$ cat src/sv/ftsr_pkg.sv
// ----------------------------------------------------------------------------
// ftsr_pkg
// shared widths, register codes, reset values and bundles of the frame time
// step regulator
// ----------------------------------------------------------------------------
package ftsr_pkg;

    localparam int TIME_BITS_DEF = 48;
    localparam int TV_BITS       = 48;
    localparam int NOW_BITS      = 48;
    localparam int STEP_BITS     = 32;
    localparam int REG_BITS      = 21;
    localparam int MODE_BITS     = 3;
    localparam int CFG_IDX_BITS  = 3;

    typedef enum logic [MODE_BITS-1:0] {
        MODE_NONE           = 3'd0,
        MODE_CONST_OR_ABOVE = 3'd1,
        MODE_CONST_OR_BELOW = 3'd2,
        MODE_BELOW          = 3'd3,
        MODE_CONSTANT       = 3'd4,
        MODE_FIRST_ORDER    = 3'd5
    } mode_t;

    typedef enum logic [CFG_IDX_BITS-1:0] {
        CFG_MODE          = 3'd0,
        CFG_CONST_STEP    = 3'd1,
        CFG_MAX_STEP      = 3'd2,
        CFG_MIN_STEP      = 3'd3,
        CFG_SLEW_STEP     = 3'd4,
        CFG_MAX_SMOOTHED  = 3'd5
    } cfg_idx_t;

    localparam logic [REG_BITS-1:0] CONST_STEP_RST   = 21'd33333;
    localparam logic [REG_BITS-1:0] MAX_STEP_RST     = 21'd990000;
    localparam logic [REG_BITS-1:0] MIN_STEP_RST     = 21'd16667;
    localparam logic [REG_BITS-1:0] SLEW_STEP_RST    = 21'd6667;
    localparam logic [REG_BITS-1:0] MAX_SMOOTHED_RST = 21'd100000;

    typedef struct packed {
        logic [MODE_BITS-1:0] mode;
        logic [REG_BITS-1:0]  const_step;
        logic [REG_BITS-1:0]  max_step;
        logic [REG_BITS-1:0]  min_step;
        logic [REG_BITS-1:0]  slew_step;
        logic [REG_BITS-1:0]  max_smoothed_step;
    } cfg_t;

    typedef struct packed {
        logic signed [STEP_BITS-1:0] step;
        logic                        skipped;
        logic [NOW_BITS-1:0]         now_time;
    } res_t;

endpackage

$ cat src/sv/ftsr_if.sv
// ----------------------------------------------------------------------------
// ftsr_in_if / ftsr_out_if
// valid/ready channels carrying frame time words and step result words
// ----------------------------------------------------------------------------
interface ftsr_in_if;
    logic                            valid;
    logic                            ready;
    logic                            kind;
    logic [ftsr_pkg::TV_BITS-1:0]    time_value;
    logic                            paused;

    modport source (output valid, kind, time_value, paused, input ready);
    modport sink   (input valid, kind, time_value, paused, output ready);
endinterface

interface ftsr_out_if;
    logic                                   valid;
    logic                                   ready;
    logic signed [ftsr_pkg::STEP_BITS-1:0]  step;
    logic                                   skipped;
    logic [ftsr_pkg::NOW_BITS-1:0]          now_time;

    modport source (output valid, step, skipped, now_time, input ready);
    modport sink   (input valid, step, skipped, now_time, output ready);
endinterface

$ cat src/sv/ftsr_cfg.sv
// ----------------------------------------------------------------------------
// ftsr_cfg
// configuration register file, write only, values masked to register width
// ----------------------------------------------------------------------------
module ftsr_cfg (
    input  logic                                clk,
    input  logic                                rst_n,
    input  logic                                cfg_we,
    input  logic [ftsr_pkg::CFG_IDX_BITS-1:0]   cfg_index,
    input  logic [ftsr_pkg::REG_BITS-1:0]       cfg_data,
    output ftsr_pkg::cfg_t                      cfg
);

    ftsr_pkg::cfg_t cfg_reg;
    ftsr_pkg::cfg_t cfg_next;

    always_comb
    begin
        cfg_next = cfg_reg;
        if (cfg_we)
        begin
            case (cfg_index)
                ftsr_pkg::CFG_MODE:
                    cfg_next.mode = cfg_data[ftsr_pkg::MODE_BITS-1:0];
                ftsr_pkg::CFG_CONST_STEP:   cfg_next.const_step        = cfg_data;
                ftsr_pkg::CFG_MAX_STEP:     cfg_next.max_step          = cfg_data;
                ftsr_pkg::CFG_MIN_STEP:     cfg_next.min_step          = cfg_data;
                ftsr_pkg::CFG_SLEW_STEP:    cfg_next.slew_step         = cfg_data;
                ftsr_pkg::CFG_MAX_SMOOTHED: cfg_next.max_smoothed_step = cfg_data;
                default: ;
            endcase
        end
    end

    always_ff @(posedge clk or negedge rst_n)
    begin
        if (!rst_n)
        begin
            cfg_reg.mode              <= ftsr_pkg::MODE_CONSTANT;
            cfg_reg.const_step        <= ftsr_pkg::CONST_STEP_RST;
            cfg_reg.max_step          <= ftsr_pkg::MAX_STEP_RST;
            cfg_reg.min_step          <= ftsr_pkg::MIN_STEP_RST;
            cfg_reg.slew_step         <= ftsr_pkg::SLEW_STEP_RST;
            cfg_reg.max_smoothed_step <= ftsr_pkg::MAX_SMOOTHED_RST;
        end
        else
        begin
            cfg_reg <= cfg_next;
        end
    end

    assign cfg = cfg_reg;

endmodule

$ cat src/sv/ftsr_step.sv
// ----------------------------------------------------------------------------
// ftsr_step
// frame time state and the combinational step rule for one registered word
// ----------------------------------------------------------------------------
module ftsr_step #(
    parameter int TIME_BITS = ftsr_pkg::TIME_BITS_DEF
) (
    input  logic                             clk,
    input  logic                             rst_n,
    input  logic                             fire,
    input  logic                             kind,
    input  logic [ftsr_pkg::TV_BITS-1:0]     time_value,
    input  logic                             paused,
    input  ftsr_pkg::cfg_t                   cfg,
    output ftsr_pkg::res_t                   res,
    output logic [TIME_BITS-1:0]             cur_time
);

    // signed working width, holds any time difference exactly
    localparam int W  = TIME_BITS + 3;
    // width of an addend for the saturating add
    localparam int AD = (TIME_BITS > ftsr_pkg::TV_BITS) ? TIME_BITS : ftsr_pkg::TV_BITS;
    localparam bit LIM_ON = (TIME_BITS > 62);
    localparam logic [TIME_BITS-1:0] TIME_MASK = {TIME_BITS{1'b1}};
    localparam logic signed [W-1:0] DIFF_LIM = W'(64'sd1 <<< 62);
    localparam logic signed [W-1:0] S32_MAX  = W'(32'sh7FFF_FFFF);
    localparam logic signed [W-1:0] S32_MIN  = W'(32'sh8000_0000);

    function automatic logic [TIME_BITS-1:0] add_sat(
        input logic [TIME_BITS-1:0] t,
        input logic [AD-1:0]        d
    );
        logic [AD:0] s;
        s = (AD+1)'(t) + (AD+1)'(d);
        return (s > (AD+1)'(TIME_MASK)) ? TIME_MASK : TIME_BITS'(s);
    endfunction

    // time moved by a signed amount, stops at zero and at the top
    function automatic logic [TIME_BITS-1:0] move_sat(
        input logic [TIME_BITS-1:0] t,
        input logic signed [W-1:0]  d
    );
        logic signed [W:0] m;
        m = $signed({4'b0000, t}) + (W+1)'(d);
        if (m < 0)
            return '0;
        else if (m > $signed((W+1)'(TIME_MASK)))
            return TIME_MASK;
        else
            return TIME_BITS'(m);
    endfunction

    function automatic logic signed [W-1:0] diff_time(
        input logic [TIME_BITS-1:0] a,
        input logic [TIME_BITS-1:0] b
    );
        logic signed [W-1:0] d;
        d = $signed({3'b000, a}) - $signed({3'b000, b});
        if (LIM_ON && (d > DIFF_LIM))
            d = DIFF_LIM;
        else if (LIM_ON && (d < -DIFF_LIM))
            d = -DIFF_LIM;
        return d;
    endfunction

    function automatic logic signed [W-1:0] ext_reg(
        input logic [ftsr_pkg::REG_BITS-1:0] v
    );
        return $signed(W'(v));
    endfunction

    function automatic logic signed [ftsr_pkg::STEP_BITS-1:0] sat32(
        input logic signed [W-1:0] v
    );
        logic signed [W-1:0] c;
        c = v;
        if (v > S32_MAX)
            c = S32_MAX;
        else if (v < S32_MIN)
            c = S32_MIN;
        return ftsr_pkg::STEP_BITS'(c);
    endfunction

    logic [TIME_BITS-1:0] cur_reg, lft_reg, nft_reg;
    logic [TIME_BITS-1:0] cur_next, lft_next, nft_next;
    logic signed [ftsr_pkg::STEP_BITS-1:0] ls_reg, ls_next;

    logic [TIME_BITS-1:0]  t_val, cur_n, na, nb, mv, mv_hi, mv_lo;
    logic                  stale, skip;
    logic signed [W-1:0]   e, e_mx, step, cs_s, mx_s, sl_s, mss_s, mn_s, ls_s;
    logic signed [W-1:0]   s_hi, s_lo, s;

    always_comb
    begin
        // arriving time, absolute or relative to the last frame
        if (kind)
            t_val = add_sat(lft_reg, AD'(time_value));
        else if (AD'(time_value) > AD'(TIME_MASK))
            t_val = TIME_MASK;
        else
            t_val = TIME_BITS'(time_value);

        stale = !paused && (cur_reg >= t_val);
        cur_n = paused ? cur_reg : t_val;
        e     = diff_time(cur_n, lft_reg);

        cs_s  = ext_reg(cfg.const_step);
        mx_s  = ext_reg(cfg.max_step);
        sl_s  = ext_reg(cfg.slew_step);
        mss_s = ext_reg(cfg.max_smoothed_step);
        mn_s  = ext_reg(cfg.min_step);
        ls_s  = W'(ls_reg);

        na   = add_sat(nft_reg, AD'(cfg.const_step));
        nb   = add_sat(cur_n, AD'(cfg.const_step));
        e_mx = (e > mx_s) ? mx_s : e;

        // slew-limited follower: e clamped to last step +- slew,
        // both clamped frame moves ready ahead of e
        s_hi  = ls_s + sl_s;
        s_lo  = ls_s - sl_s;
        mv_hi = move_sat(lft_reg, s_hi);
        mv_lo = move_sat(lft_reg, s_lo);
        if (e > s_hi)
        begin
            s  = s_hi;
            mv = mv_hi;
        end
        else if (e < s_lo)
        begin
            s  = s_lo;
            mv = mv_lo;
        end
        else
        begin
            // moving the last frame by e lands on the current time
            s  = e;
            mv = cur_n;
        end

        step     = '0;
        skip     = 1'b0;
        cur_next = cur_n;
        lft_next = lft_reg;
        nft_next = nft_reg;
        ls_next  = ls_reg;

        case (cfg.mode)
            ftsr_pkg::MODE_NONE:
            begin
                step     = e_mx;
                lft_next = cur_n;
                ls_next  = sat32(e);
            end
            ftsr_pkg::MODE_CONST_OR_ABOVE:
            begin
                step     = (e > cs_s) ? cs_s : e;
                lft_next = cur_n;
                ls_next  = sat32((e > cs_s) ? cs_s : e);
            end
            ftsr_pkg::MODE_CONST_OR_BELOW:
            begin
                if (e <= 0)
                    step = '0;
                else if (e >= cs_s)
                begin
                    if (e < diff_time(na, lft_reg))
                    begin
                        step     = cs_s;
                        nft_next = na;
                        lft_next = na;
                    end
                    else
                    begin
                        step     = e_mx;
                        nft_next = nb;
                        lft_next = nb;
                    end
                end
                else
                begin
                    step     = cs_s;
                    nft_next = na;
                    lft_next = na;
                end
            end
            ftsr_pkg::MODE_BELOW:
            begin
                if (lft_reg <= nft_reg)
                begin
                    if (cur_n > nft_reg)
                    begin
                        nft_next = (cur_n >= na) ? cur_n : na;
                        lft_next = cur_n;
                        step     = e_mx;
                    end
                end
                else
                begin
                    nft_next = nb;
                    lft_next = cur_n;
                    step     = e_mx;
                end
            end
            ftsr_pkg::MODE_CONSTANT:
            begin
                // gaps up to the minimum are skipped
                if (mn_s >= e)
                    skip = 1'b1;
                else
                begin
                    step     = cs_s;
                    lft_next = cur_n;
                    ls_next  = sat32(cs_s);
                end
            end
            ftsr_pkg::MODE_FIRST_ORDER:
            begin
                if (s > mss_s)
                begin
                    step     = e;
                    ls_next  = sat32(cs_s);
                    lft_next = cur_n;
                end
                else
                begin
                    step     = s;
                    lft_next = mv;
                    ls_next  = sat32(s);
                end
            end
            default:
                step = cs_s;
        endcase

        // time did not move forward: nothing changes
        if (stale)
        begin
            step     = '0;
            skip     = 1'b1;
            cur_next = cur_reg;
            lft_next = lft_reg;
            nft_next = nft_reg;
            ls_next  = ls_reg;
        end

        res.step     = sat32(step);
        res.skipped  = skip;
        res.now_time = ftsr_pkg::NOW_BITS'(cur_next);
    end

    always_ff @(posedge clk or negedge rst_n)
    begin
        if (!rst_n)
        begin
            cur_reg <= '0;
            lft_reg <= '0;
            nft_reg <= '0;
            ls_reg  <= '0;
        end
        else if (fire)
        begin
            cur_reg <= cur_next;
            lft_reg <= lft_next;
            nft_reg <= nft_next;
            ls_reg  <= ls_next;
        end
    end

    assign cur_time = cur_reg;

endmodule

$ cat src/sv/frame_time_step_regulator.sv
// ----------------------------------------------------------------------------
// frame_time_step_regulator
// grants each frame a time step from the arriving frame time
//
// item channel: one word per frame, kind (absolute or delta time),
// time_value in microseconds and a paused flag. result channel: one word per
// item, the signed step in microseconds, a skipped flag and the held current
// time. the cfg port writes mode and the step limits, one register per cycle
// at the edge where cfg_we is high; the user must make writes only while the
// block is idle, and the block itself does not enforce it. an accepted word
// sits in the input register while its step is worked out, and the result is
// registered when the step stage fires and the result register can take it.
// the block takes one word per cycle while the receiver does not stall,
// bounded by the frame state update, which closes in the step stage.
// reset clears all frame times and the stored step and loads the register
// defaults (constant mode, 33333 us interval). when the receiver stalls the
// result stays in the output register, the step stage holds one more word,
// and item.ready falls only once both are full.
// ----------------------------------------------------------------------------
module frame_time_step_regulator #(
    parameter int TIME_BITS = ftsr_pkg::TIME_BITS_DEF
) (
    input  logic                                clk,
    input  logic                                rst_n,
    ftsr_in_if.sink                             item,
    ftsr_out_if.source                          result,
    input  logic                                cfg_we,
    input  logic [ftsr_pkg::CFG_IDX_BITS-1:0]   cfg_index,
    input  logic [ftsr_pkg::REG_BITS-1:0]       cfg_data
);

    ftsr_pkg::cfg_t cfg;
    ftsr_pkg::res_t step_res;
    logic [TIME_BITS-1:0] cur_time;

    // input register
    logic                           in_v_reg, in_v_next;
    logic                           kind_reg;
    logic [ftsr_pkg::TV_BITS-1:0]   tv_reg;
    logic                           paused_reg;

    // result register
    logic                           out_v_reg, out_v_next;
    ftsr_pkg::res_t                 res_reg;

    logic adv;      // result register can take a new word
    logic fire;     // step stage retires its word
    logic take;     // input word accepted

    ftsr_cfg u_cfg (
        .clk       (clk),
        .rst_n     (rst_n),
        .cfg_we    (cfg_we),
        .cfg_index (cfg_index),
        .cfg_data  (cfg_data),
        .cfg       (cfg)
    );

    ftsr_step #(
        .TIME_BITS (TIME_BITS)
    ) u_step (
        .clk        (clk),
        .rst_n      (rst_n),
        .fire       (fire),
        .kind       (kind_reg),
        .time_value (tv_reg),
        .paused     (paused_reg),
        .cfg        (cfg),
        .res        (step_res),
        .cur_time   (cur_time)
    );

    assign adv        = !out_v_reg || result.ready;
    assign fire       = in_v_reg && adv;
    assign item.ready = !in_v_reg || adv;
    assign take       = item.valid && item.ready;

    always_comb
    begin
        in_v_next  = take ? 1'b1 : (fire ? 1'b0 : in_v_reg);
        out_v_next = fire ? 1'b1 : (result.ready ? 1'b0 : out_v_reg);
    end

    // control state
    always_ff @(posedge clk or negedge rst_n)
    begin
        if (!rst_n)
        begin
            in_v_reg  <= 1'b0;
            out_v_reg <= 1'b0;
        end
        else
        begin
            in_v_reg  <= in_v_next;
            out_v_reg <= out_v_next;
        end
    end

    // payload, no reset
    always_ff @(posedge clk)
    begin
        if (take)
        begin
            kind_reg   <= item.kind;
            tv_reg     <= item.time_value;
            paused_reg <= item.paused;
        end
        if (fire)
            res_reg <= step_res;
    end

    assign result.valid    = out_v_reg;
    assign result.step     = res_reg.step;
    assign result.skipped  = res_reg.skipped;
    assign result.now_time = res_reg.now_time;

    // a skipped frame never grants time
    a_skip_zero: assert property (@(posedge clk) disable iff (!rst_n)
        result.valid && result.skipped |-> result.step == '0)
        else $error("skipped result with nonzero step");

    // current time only moves forward
    a_time_mono: assert property (@(posedge clk) disable iff (!rst_n)
        1'b1 |=> cur_time >= $past(cur_time))
        else $error("current time moved backward");

    // a word blocked in the step stage is held
    a_stage_hold: assert property (@(posedge clk) disable iff (!rst_n)
        in_v_reg && !adv |=> in_v_reg && $stable(tv_reg) && $stable(kind_reg))
        else $error("step stage word lost while stalled");

endmodule

$ cat src/flat_wrapper.sv
// flat-port wrapper written by rule: the top's interface ports become plain ports
module frame_time_step_regulator_flat 
#(
    parameter int TIME_BITS = ftsr_pkg::TIME_BITS_DEF
)
  (clk, rst_n, cfg_we, cfg_index, cfg_data, item_valid, item_kind, item_time_value, item_paused, item_ready, result_valid, result_step, result_skipped, result_now_time, result_ready);
  ftsr_in_if item_i ();
  ftsr_out_if result_i ();
  input  logic clk;
  input  logic rst_n;
  input  logic cfg_we;
  input  logic [ftsr_pkg::CFG_IDX_BITS-1:0] cfg_index;
  input  logic [ftsr_pkg::REG_BITS-1:0] cfg_data;
  input wire logic [$bits(item_i.valid)-1:0] item_valid;
  input wire logic [$bits(item_i.kind)-1:0] item_kind;
  input wire logic [$bits(item_i.time_value)-1:0] item_time_value;
  input wire logic [$bits(item_i.paused)-1:0] item_paused;
  output wire logic [$bits(item_i.ready)-1:0] item_ready;
  output wire logic [$bits(result_i.valid)-1:0] result_valid;
  output wire logic [$bits(result_i.step)-1:0] result_step;
  output wire logic [$bits(result_i.skipped)-1:0] result_skipped;
  output wire logic [$bits(result_i.now_time)-1:0] result_now_time;
  input wire logic [$bits(result_i.ready)-1:0] result_ready;
  assign item_i.valid = item_valid;
  assign item_i.kind = item_kind;
  assign item_i.time_value = item_time_value;
  assign item_i.paused = item_paused;
  assign item_ready = item_i.ready;
  assign result_valid = result_i.valid;
  assign result_step = result_i.step;
  assign result_skipped = result_i.skipped;
  assign result_now_time = result_i.now_time;
  assign result_i.ready = result_ready;
  frame_time_step_regulator #(.TIME_BITS(TIME_BITS)) u_core (.clk(clk), .rst_n(rst_n), .item(item_i), .result(result_i), .cfg_we(cfg_we), .cfg_index(cfg_index), .cfg_data(cfg_data));
endmodule
$ cat config.mk
export PLATFORM = sky130hd
export DESIGN_NAME = frame_time_step_regulator_flat
export DESIGN_NICKNAME = d
export VERILOG_FILES = /design/src/sv/ftsr_pkg.sv /design/src/sv/ftsr_if.sv /design/src/sv/ftsr_cfg.sv /design/src/sv/ftsr_step.sv /design/src/sv/frame_time_step_regulator.sv /design/src/flat_wrapper.sv
export SDC_FILE = /design/constraint.sdc
export NUM_CORES = 2
export LEC_CHECK = 0
export ABC_CLOCK_PERIOD_IN_PS = 13340
export BUFFER_PORTS_ARGS = -buffer_cell sky130_fd_sc_hd__buf_2
export CAP_MARGIN = 20
export CORE_MARGIN = 2
export CORE_UTILIZATION = 59
export DETAILED_ROUTE_END_ITERATION = 6
export HOLD_SLACK_MARGIN = 0.15
export PLACE_DENSITY = 0.79
export SETUP_SLACK_MARGIN = 0.1
export SYNTH_ARGS = -nofsm -noshare
export SYNTH_HDL_FRONTEND = slang
export SYNTH_SLANG_ARGS = --single-unit
export TNS_END_PERCENT = 10
$ cat constraint.sdc
create_clock -name clk -period 13.34 [get_ports clk]
set_input_delay 1.334 -clock clk [delete_from_list [all_inputs] [get_ports clk]]
set_output_delay 1.334 -clock clk [all_outputs]
set_load 0.02 [all_outputs]
======== After elaboration in Yosys (flattened, before gate mapping) ========
Index checks and enable logic that the tools add are counted.
word-level totals
  flip-flop bits (word level) ............. 417
  output and inout port bits .............. 83
cells by class
  eq/ne operators ......................... 13
  bitwise gates (word level) .............. 1
  multiplexer cells ....................... 54
  $lt $le $gt $ge ......................... 29
  reduce and logical (&&, ||, !) cells .... 25
  add/sub/neg operators ................... 9
operators by type and width
  kind                                                                    count
  48-bit 2-to-1 mux                                                       23
  51-bit 2-to-1 mux                                                       11
  51-bit case mux with 6 select lines                                     1
  32-bit 2-to-1 mux                                                       9
  48-bit case mux with 5 select lines                                     1
  51-bit by 32-bit > comparator with 1-bit output, second input constant  3
  51-bit by 32-bit < comparator with 1-bit output, second input constant  3
  49-bit by 48-bit > comparator with 1-bit output, second input constant  3
  32-bit case mux with 4 select lines                                     1
  49-bit by 33-bit adder with 50-bit output                               2
  50-bit by 49-bit > comparator with 1-bit output, second input constant  2
  50-bit by 1-bit < comparator with 1-bit output, second input constant   2
  48-bit by 21-bit adder with 49-bit output                               2
  49-bit by 22-bit > comparator with 1-bit output                         2
  48-bit by 48-bit subtractor with 49-bit output                          2
  48-bit >= comparator                                                    2
  48-bit case mux with 2 select lines                                     1
  51-bit by 22-bit > comparator with 1-bit output                         1
  48-bit by 48-bit adder with 49-bit output                               1
  22-bit by 49-bit >= comparator with 1-bit output                        1
  49-bit by 22-bit >= comparator with 1-bit output                        1
  49-bit by 32-bit > comparator with 1-bit output, second input constant  1
  49-bit by 33-bit > comparator with 1-bit output                         1
  49-bit by 1-bit <= comparator with 1-bit output, second input constant  1
  28 further kinds                                                        54

======== Depth between registers and ports, before layout ========
  depth in word-level cells ............... 15
  mapped depth ............................ 61
  depth with buffers taken out ............ 52

======== Modules after synthesis ========
A second synthesis with hierarchy kept.
unflattened totals
  cells, all modules ...................... 6407
  area total of the unflattened synthesis .. 51861.0 um2
modules (own cells, without submodules)
  module                     cells each  area each (um2)  times used
  ftsr_step                  6036        43703.2          1
  ftsr_cfg                   232         4120.2           1
  frame_time_step_regulator  139         4037.6           1

======== Least setup slack after synthesis ========
OpenSTA, ideal clock, no wires.
  path kind ............................... flip-flop to flip-flop
  from .................................... register u_core.u_step.lft_reg[1]
  to ...................................... register u_core.res_reg (netlist bit u_core.result.step[20]), data pin
  data arrival time ....................... 12619 ps
  path slack .............................. 454 ps
  buffers on the path ..................... 9
  stages on the path, launching flop included .. 56
  data required time ...................... 13073 ps
  path through ............................ dfrtp_1 inv_1 fa_1 nor2b_1 o31ai_2 a311oi_2 o31a_1 o211ai_2 a21o_1 nand2_1 clkbuf_1 clkbuf_1 o22ai_1 o21ai_0 inv_1 ha_1 fa_1 nand2b_1 [... 20 more ...] a21o_1 a21o_1 a21oi_1 o211ai_1 a21oi_1 o21ai_0 a21boi_0 a311o_1 nor4b_2 a31o_1 buf_4 or2_4 buf_6 nand3_2 a221oi_1 a31oi_2 buf_6 o21bai_1
between the ends
  word-level cells in the longest chain between the ends .. 15
ends and longest elaborated chain
  what                                                                                                                       line                                text
  start: declaration                                                                                                         ftsr_step.sv:84                     logic [TIME_BITS-1:0] cur_reg, lft_reg, nft_reg;
  start signal: assignment                                                                                                   ftsr_step.sv:264                    lft_reg <= lft_next;
  48-bit by 48-bit adder with 49-bit output                                                                                  ftsr_step.sv:34                     s = (AD+1)'(t) + (AD+1)'(d);
  49-bit by 48-bit > comparator with 1-bit output                                                                            ftsr_step.sv:35                     return (s > (AD+1)'(TIME_MASK)) ? TIME_MASK : TIME_BITS'(s);
  48-bit 2-to-1 mux                                                                                                          ftsr_step.sv:35
  48-bit 2-to-1 mux                                                                                                          ftsr_step.sv:96                     if (kind)
  48-bit 2-to-1 mux                                                                                                          ftsr_step.sv:104                    cur_n = paused ? cur_reg : t_val;
  48-bit by 48-bit subtractor with 49-bit output                                                                             ftsr_step.sv:58                     d = $signed({3'b000, a}) - $signed({3'b000, b});
  49-bit by 33-bit < comparator with 1-bit output / 49-bit by 22-bit > comparator with 1-bit output (equally long branches)  ftsr_step.sv:129, ftsr_step.sv:116
  51-bit 2-to-1 mux, on equally long branches                                                                                ftsr_step.sv:129, ftsr_step.sv:116
  51-bit 2-to-1 mux, on equally long branches                                                                                ftsr_step.sv:124, ftsr_step.sv:167
  51-bit by 22-bit > comparator with 1-bit output / 51-bit 2-to-1 mux (equally long branches)                                ftsr_step.sv:219, ftsr_step.sv:165
  51-bit 2-to-1 mux, on equally long branches                                                                                ftsr_step.sv:219, ftsr_step.sv:163
  51-bit case mux with 6 select lines                                                                                        ftsr_step.sv:148                    case (cfg.mode)
  51-bit 2-to-1 mux *                                                                                                        ftsr_step.sv:237                    if (stale)
  51-bit by 32-bit < comparator with 1-bit output                                                                            ftsr_step.sv:79                     else if (v < S32_MIN)
  32-bit 2-to-1 mux                                                                                                          ftsr_step.sv:79
  end signal: assignment                                                                                                     frame_time_step_regulator.sv:109    res_reg <= step_res;
  end: declaration                                                                                                           frame_time_step_regulator.sv:44     ftsr_pkg::res_t res_reg;
Mark *: on every way between the ends. The rest lies on a longest branch, timed or not.
A chain may end at the register's enable or synchronous reset.

======== Worst setup path after layout ========
  from .................................... register u_core.tv_reg[0] (netlist bit)
  to ...................................... register u_core.res_reg (netlist bit u_core.result.step[5]), data pin
between the ends
  word-level cells in the longest chain between the ends .. 15
ends and longest elaborated chain
  what                                                                                                                       line                                text
  start: declaration                                                                                                         frame_time_step_regulator.sv:39     logic [ftsr_pkg::TV_BITS-1:0] tv_reg;
  start signal: assignment                                                                                                   frame_time_step_regulator.sv:105    tv_reg <= item.time_value;
  48-bit by 48-bit adder with 49-bit output                                                                                  ftsr_step.sv:34
  49-bit by 48-bit > comparator with 1-bit output                                                                            ftsr_step.sv:35
  48-bit 2-to-1 mux                                                                                                          ftsr_step.sv:35
  48-bit 2-to-1 mux *                                                                                                        ftsr_step.sv:96
  48-bit 2-to-1 mux                                                                                                          ftsr_step.sv:104
  48-bit by 48-bit subtractor with 49-bit output                                                                             ftsr_step.sv:58
  49-bit by 33-bit < comparator with 1-bit output / 49-bit by 22-bit > comparator with 1-bit output (equally long branches)  ftsr_step.sv:129, ftsr_step.sv:116
  51-bit 2-to-1 mux, on equally long branches                                                                                ftsr_step.sv:129, ftsr_step.sv:116
  51-bit 2-to-1 mux, on equally long branches                                                                                ftsr_step.sv:124, ftsr_step.sv:167
  51-bit by 22-bit > comparator with 1-bit output / 51-bit 2-to-1 mux (equally long branches)                                ftsr_step.sv:219, ftsr_step.sv:165
  51-bit 2-to-1 mux, on equally long branches                                                                                ftsr_step.sv:219, ftsr_step.sv:163
  51-bit case mux with 6 select lines                                                                                        ftsr_step.sv:148
  51-bit 2-to-1 mux *                                                                                                        ftsr_step.sv:237
  51-bit by 32-bit < comparator with 1-bit output                                                                            ftsr_step.sv:79
  32-bit 2-to-1 mux                                                                                                          ftsr_step.sv:79
Marks and branches as above.

==> results.sh <==
export IMPL_netlist_instances=6521
export IMPL_r2r_start="u_core.tv_reg[0]"
export IMPL_final_hold_viol_count=0
export IMPL_r2r_cells=54
export IMPL_drive_gt1_share_pct=12.89
export IMPL_grt_pass1_vias=51940
export IMPL_path_delay_family="compound AO/OA/AOI/OAI gates"
export IMPL_grt_usage_pct=46.48
export IMPL_initial_core_util_pct=59.62
export IMPL_synth_nets=7355
export IMPL_grt_pass1_wl_mm=320.1
export IMPL_antenna_left=0
export IMPL_dr_pass1_iters=7
export IMPL_coreArea_mm2=0.08702
export IMPL_clock_skew_ns=0.03810
export IMPL_final_util_pct=66.44
export IMPL_slowest_delay_ns=0.51
export IMPL_synth_main_ff_cell="dfrtp_1"
export IMPL_vias=55150
export IMPL_status="complete, no violations"
export IMPL_worstHoldEndpoint="u_core.u_step.nft_reg[24]"
export IMPL_num_io_pins=162
export IMPL_insertion_delay_ns=0.68
export IMPL_wl_mm=216.9
export IMPL_detail_route_iter0_violations=6994
export IMPL_gp_congestion=1.122
export IMPL_reg2reg_to="u_core.result.step[5]"
export IMPL_synth_most_common_cell="ha_1"
export IMPL_async_reset_ff_share_pct=68.59
export IMPL_post_drt_wl_per_cell_um=27.06
export IMPL_antenna_found_initial=6
export IMPL_crit_buf_inv=8
export IMPL_tritoncts="done"
export IMPL_clk_pin_slew_ns=0.06
export IMPL_hp_start="u_core.u_step.nft_reg[24]"
export IMPL_ff2ff_setup_slack_ns=0.60
export IMPL_fin_crit_sh_pct=95.54
export IMPL_synth_edf_count=131
export IMPL_drc=0
export IMPL_clk_path_buf_depth=3
export IMPL_syn_to_final_growth_pct=11.44
export IMPL_largest_register_ff_count=108
export IMPL_critPathCaptureType="flop"
export IMPL_synth_ff_latch_count=417
export IMPL_worstPathMaxFanout=31
export IMPL_die_area_mm2=0.09033
export IMPL_htree_num_levels=2
export IMPL_fin_nets=7647
export IMPL_grt_setup_unrepaired="no"
export IMPL_path_depth=54
export IMPL_synth_area_mm2=0.05188
export IMPL_crit_type="reg2reg"
export IMPL_hold_depth=2
export IMPL_grt_ovfl_total=0
export IMPL_crit_path_top_delay_cell="or3_4"
export IMPL_cp_required_ns=13.75
export IMPL_finalSetupViolCount=0
export IMPL_hold_class="reg2reg"
export IMPL_hold_buffers=0
export IMPL_die_x_um=300.5
export IMPL_synth_largest_area_cell="ha_1"
export IMPL_row_count=108
export IMPL_hpwl_mm=173.6
export IMPL_synth_top_area_share_pct=17.99
export IMPL_yosysWarningCount=0
export IMPL_start_kind="flop"
export IMPL_fillers=7654
export IMPL_grt_max_degree=130
export IMPL_synth_distinct_cells=119
export IMPL_relSlewSlack_pct=17.21
export IMPL_worst_slack_ns=0.5955
export IMPL_viasPerCell=6.880
export IMPL_die_h_um=300.5
export IMPL_cts_root_buf="clkbuf_16"
export IMPL_ys_top_cells_by_area="ha_1, dfrtp_1, edfxtp_1"
export IMPL_yosysSeqAreaShare_pct=21.46
export IMPL_io_buffers=161
export IMPL_cap_violations=0
export IMPL_period_needed_ns=12.74
export IMPL_avgSynthCellArea_um2=7.956
export IMPL_fmax_mhz=78.47
export IMPL_dp_slack_ns=-0.4305
export IMPL_cts_made_buffers=51
export IMPL_slew_violations=0
export IMPL_clkSinkCount=417
export IMPL_tightestPinTransition_ns=1.237
export IMPL_synth_common_cells="ha_1, nand2_1, a21oi_1"
export IMPL_worstPathArrival_ns=13.16
worst max-delay path by stage:
stage                                  start                endpoint
floorplan           u_core.u_step.lft_reg[1]  u_core.result.step[20]
global placement    u_core.u_step.lft_reg[0]  u_core.result.step[11]
detailed placement  u_core.u_step.lft_reg[0]  u_core.result.step[29]
CTS                 u_core.u_step.lft_reg[0]  u_core.result.step[29]
global route                u_core.tv_reg[0]   u_core.result.step[5]
finish                      u_core.tv_reg[0]   u_core.result.step[5]
layout by cell type (no fill, tap or decap), types with 123 or more instances in the layout:
| cell type | count |
|---|---|
| buf_4 | 327 |
| o21ai_0 | 501 |
| a21o_1 | 272 |
| nor3_1 | 123 |
| buf_2 | 160 |
| nand2_1 | 637 |
| nand3_1 | 161 |
| inv_1 | 429 |
| a21oi_1 | 548 |
| nor2_1 | 434 |
| dfrtp_1 | 251 |
| edfxtp_1 | 131 |
| xnor2_1 | 211 |
| ha_1 | 746 |
metal layers:
layer / track usage, % / wire [um] / up-vias
met5: 0 / 28 / -
met4: 37.01 / 21280 / 6
li1: - / - / 24830
met2: 70.08 / 90750 / 3438
met3: 11.12 / 23570 / 1014
met1: 56.84 / 81240 / 25860
timing repair:
action,CTS,global route
setup endpoints to repair,108,110
setup buffers,6,10
gates cloned,0,0
resized for setup,7,49
pin swaps,1,5
hold endpoints to repair,0,0
logic make-up (layout without fill, tap and decap cells):
logic type / after synthesis / in the layout / share of synthesized area [%]
compound gates: 2270 / 2270 / 28.89
flops: 417 / 417 / 21.46
fa+ha+maj: 756 / 756 / 18.36
simple gates: 1931 / 1931 / 17.83
xor+xnor: 313 / 313 / 5.284
mux: 134 / 134 / 2.819
buf+inv: 700 / 1035 / 5.361
other cells: 0 / 4 / 0
final cells by class:
cell class / count / area, um^2 / share of cell area, %
Multi-Input combinational cell: 5404 / 38270 / 66.19
Antenna cell: 4 / 10.01 / 0.01731
Sequential cell: 417 / 11130 / 19.26
Tap cell: 1155 / 1445 / 2.499
Clock buffer: 61 / 1324 / 2.290
Timing Repair Buffer: 506 / 3591 / 6.211
Clock inverter: 35 / 412.9 / 0.7141
Inverter: 433 / 1630 / 2.820
stage by stage:
step	hold slack, ns	cell area, um^2	TNS (ns)	std cells
2_1_floorplan	0.4485	51880	0	6521
3_3_place_gp	0.4654	55670	-5.544	7894
3_5_place_dp	0.4659	55690	-25.25	7896
4_1_cts	0.4793	57520	0	7998
5_1_grt	0.5125	57810	0	8011
6_report	0.4846	57820	0	8015
worst register-to-register path: cells and delay by family (launching register included):
kind	cells	cell delay, ns
compound gates	26	5.73
buf+inv	8	1.35
simple gates	14	3.32
fa+ha+maj	6	1.72
flops	1	0.36
Power is not shown: default switching activity piles up to over one toggle a cycle in this logic, so the estimate is an artifact.
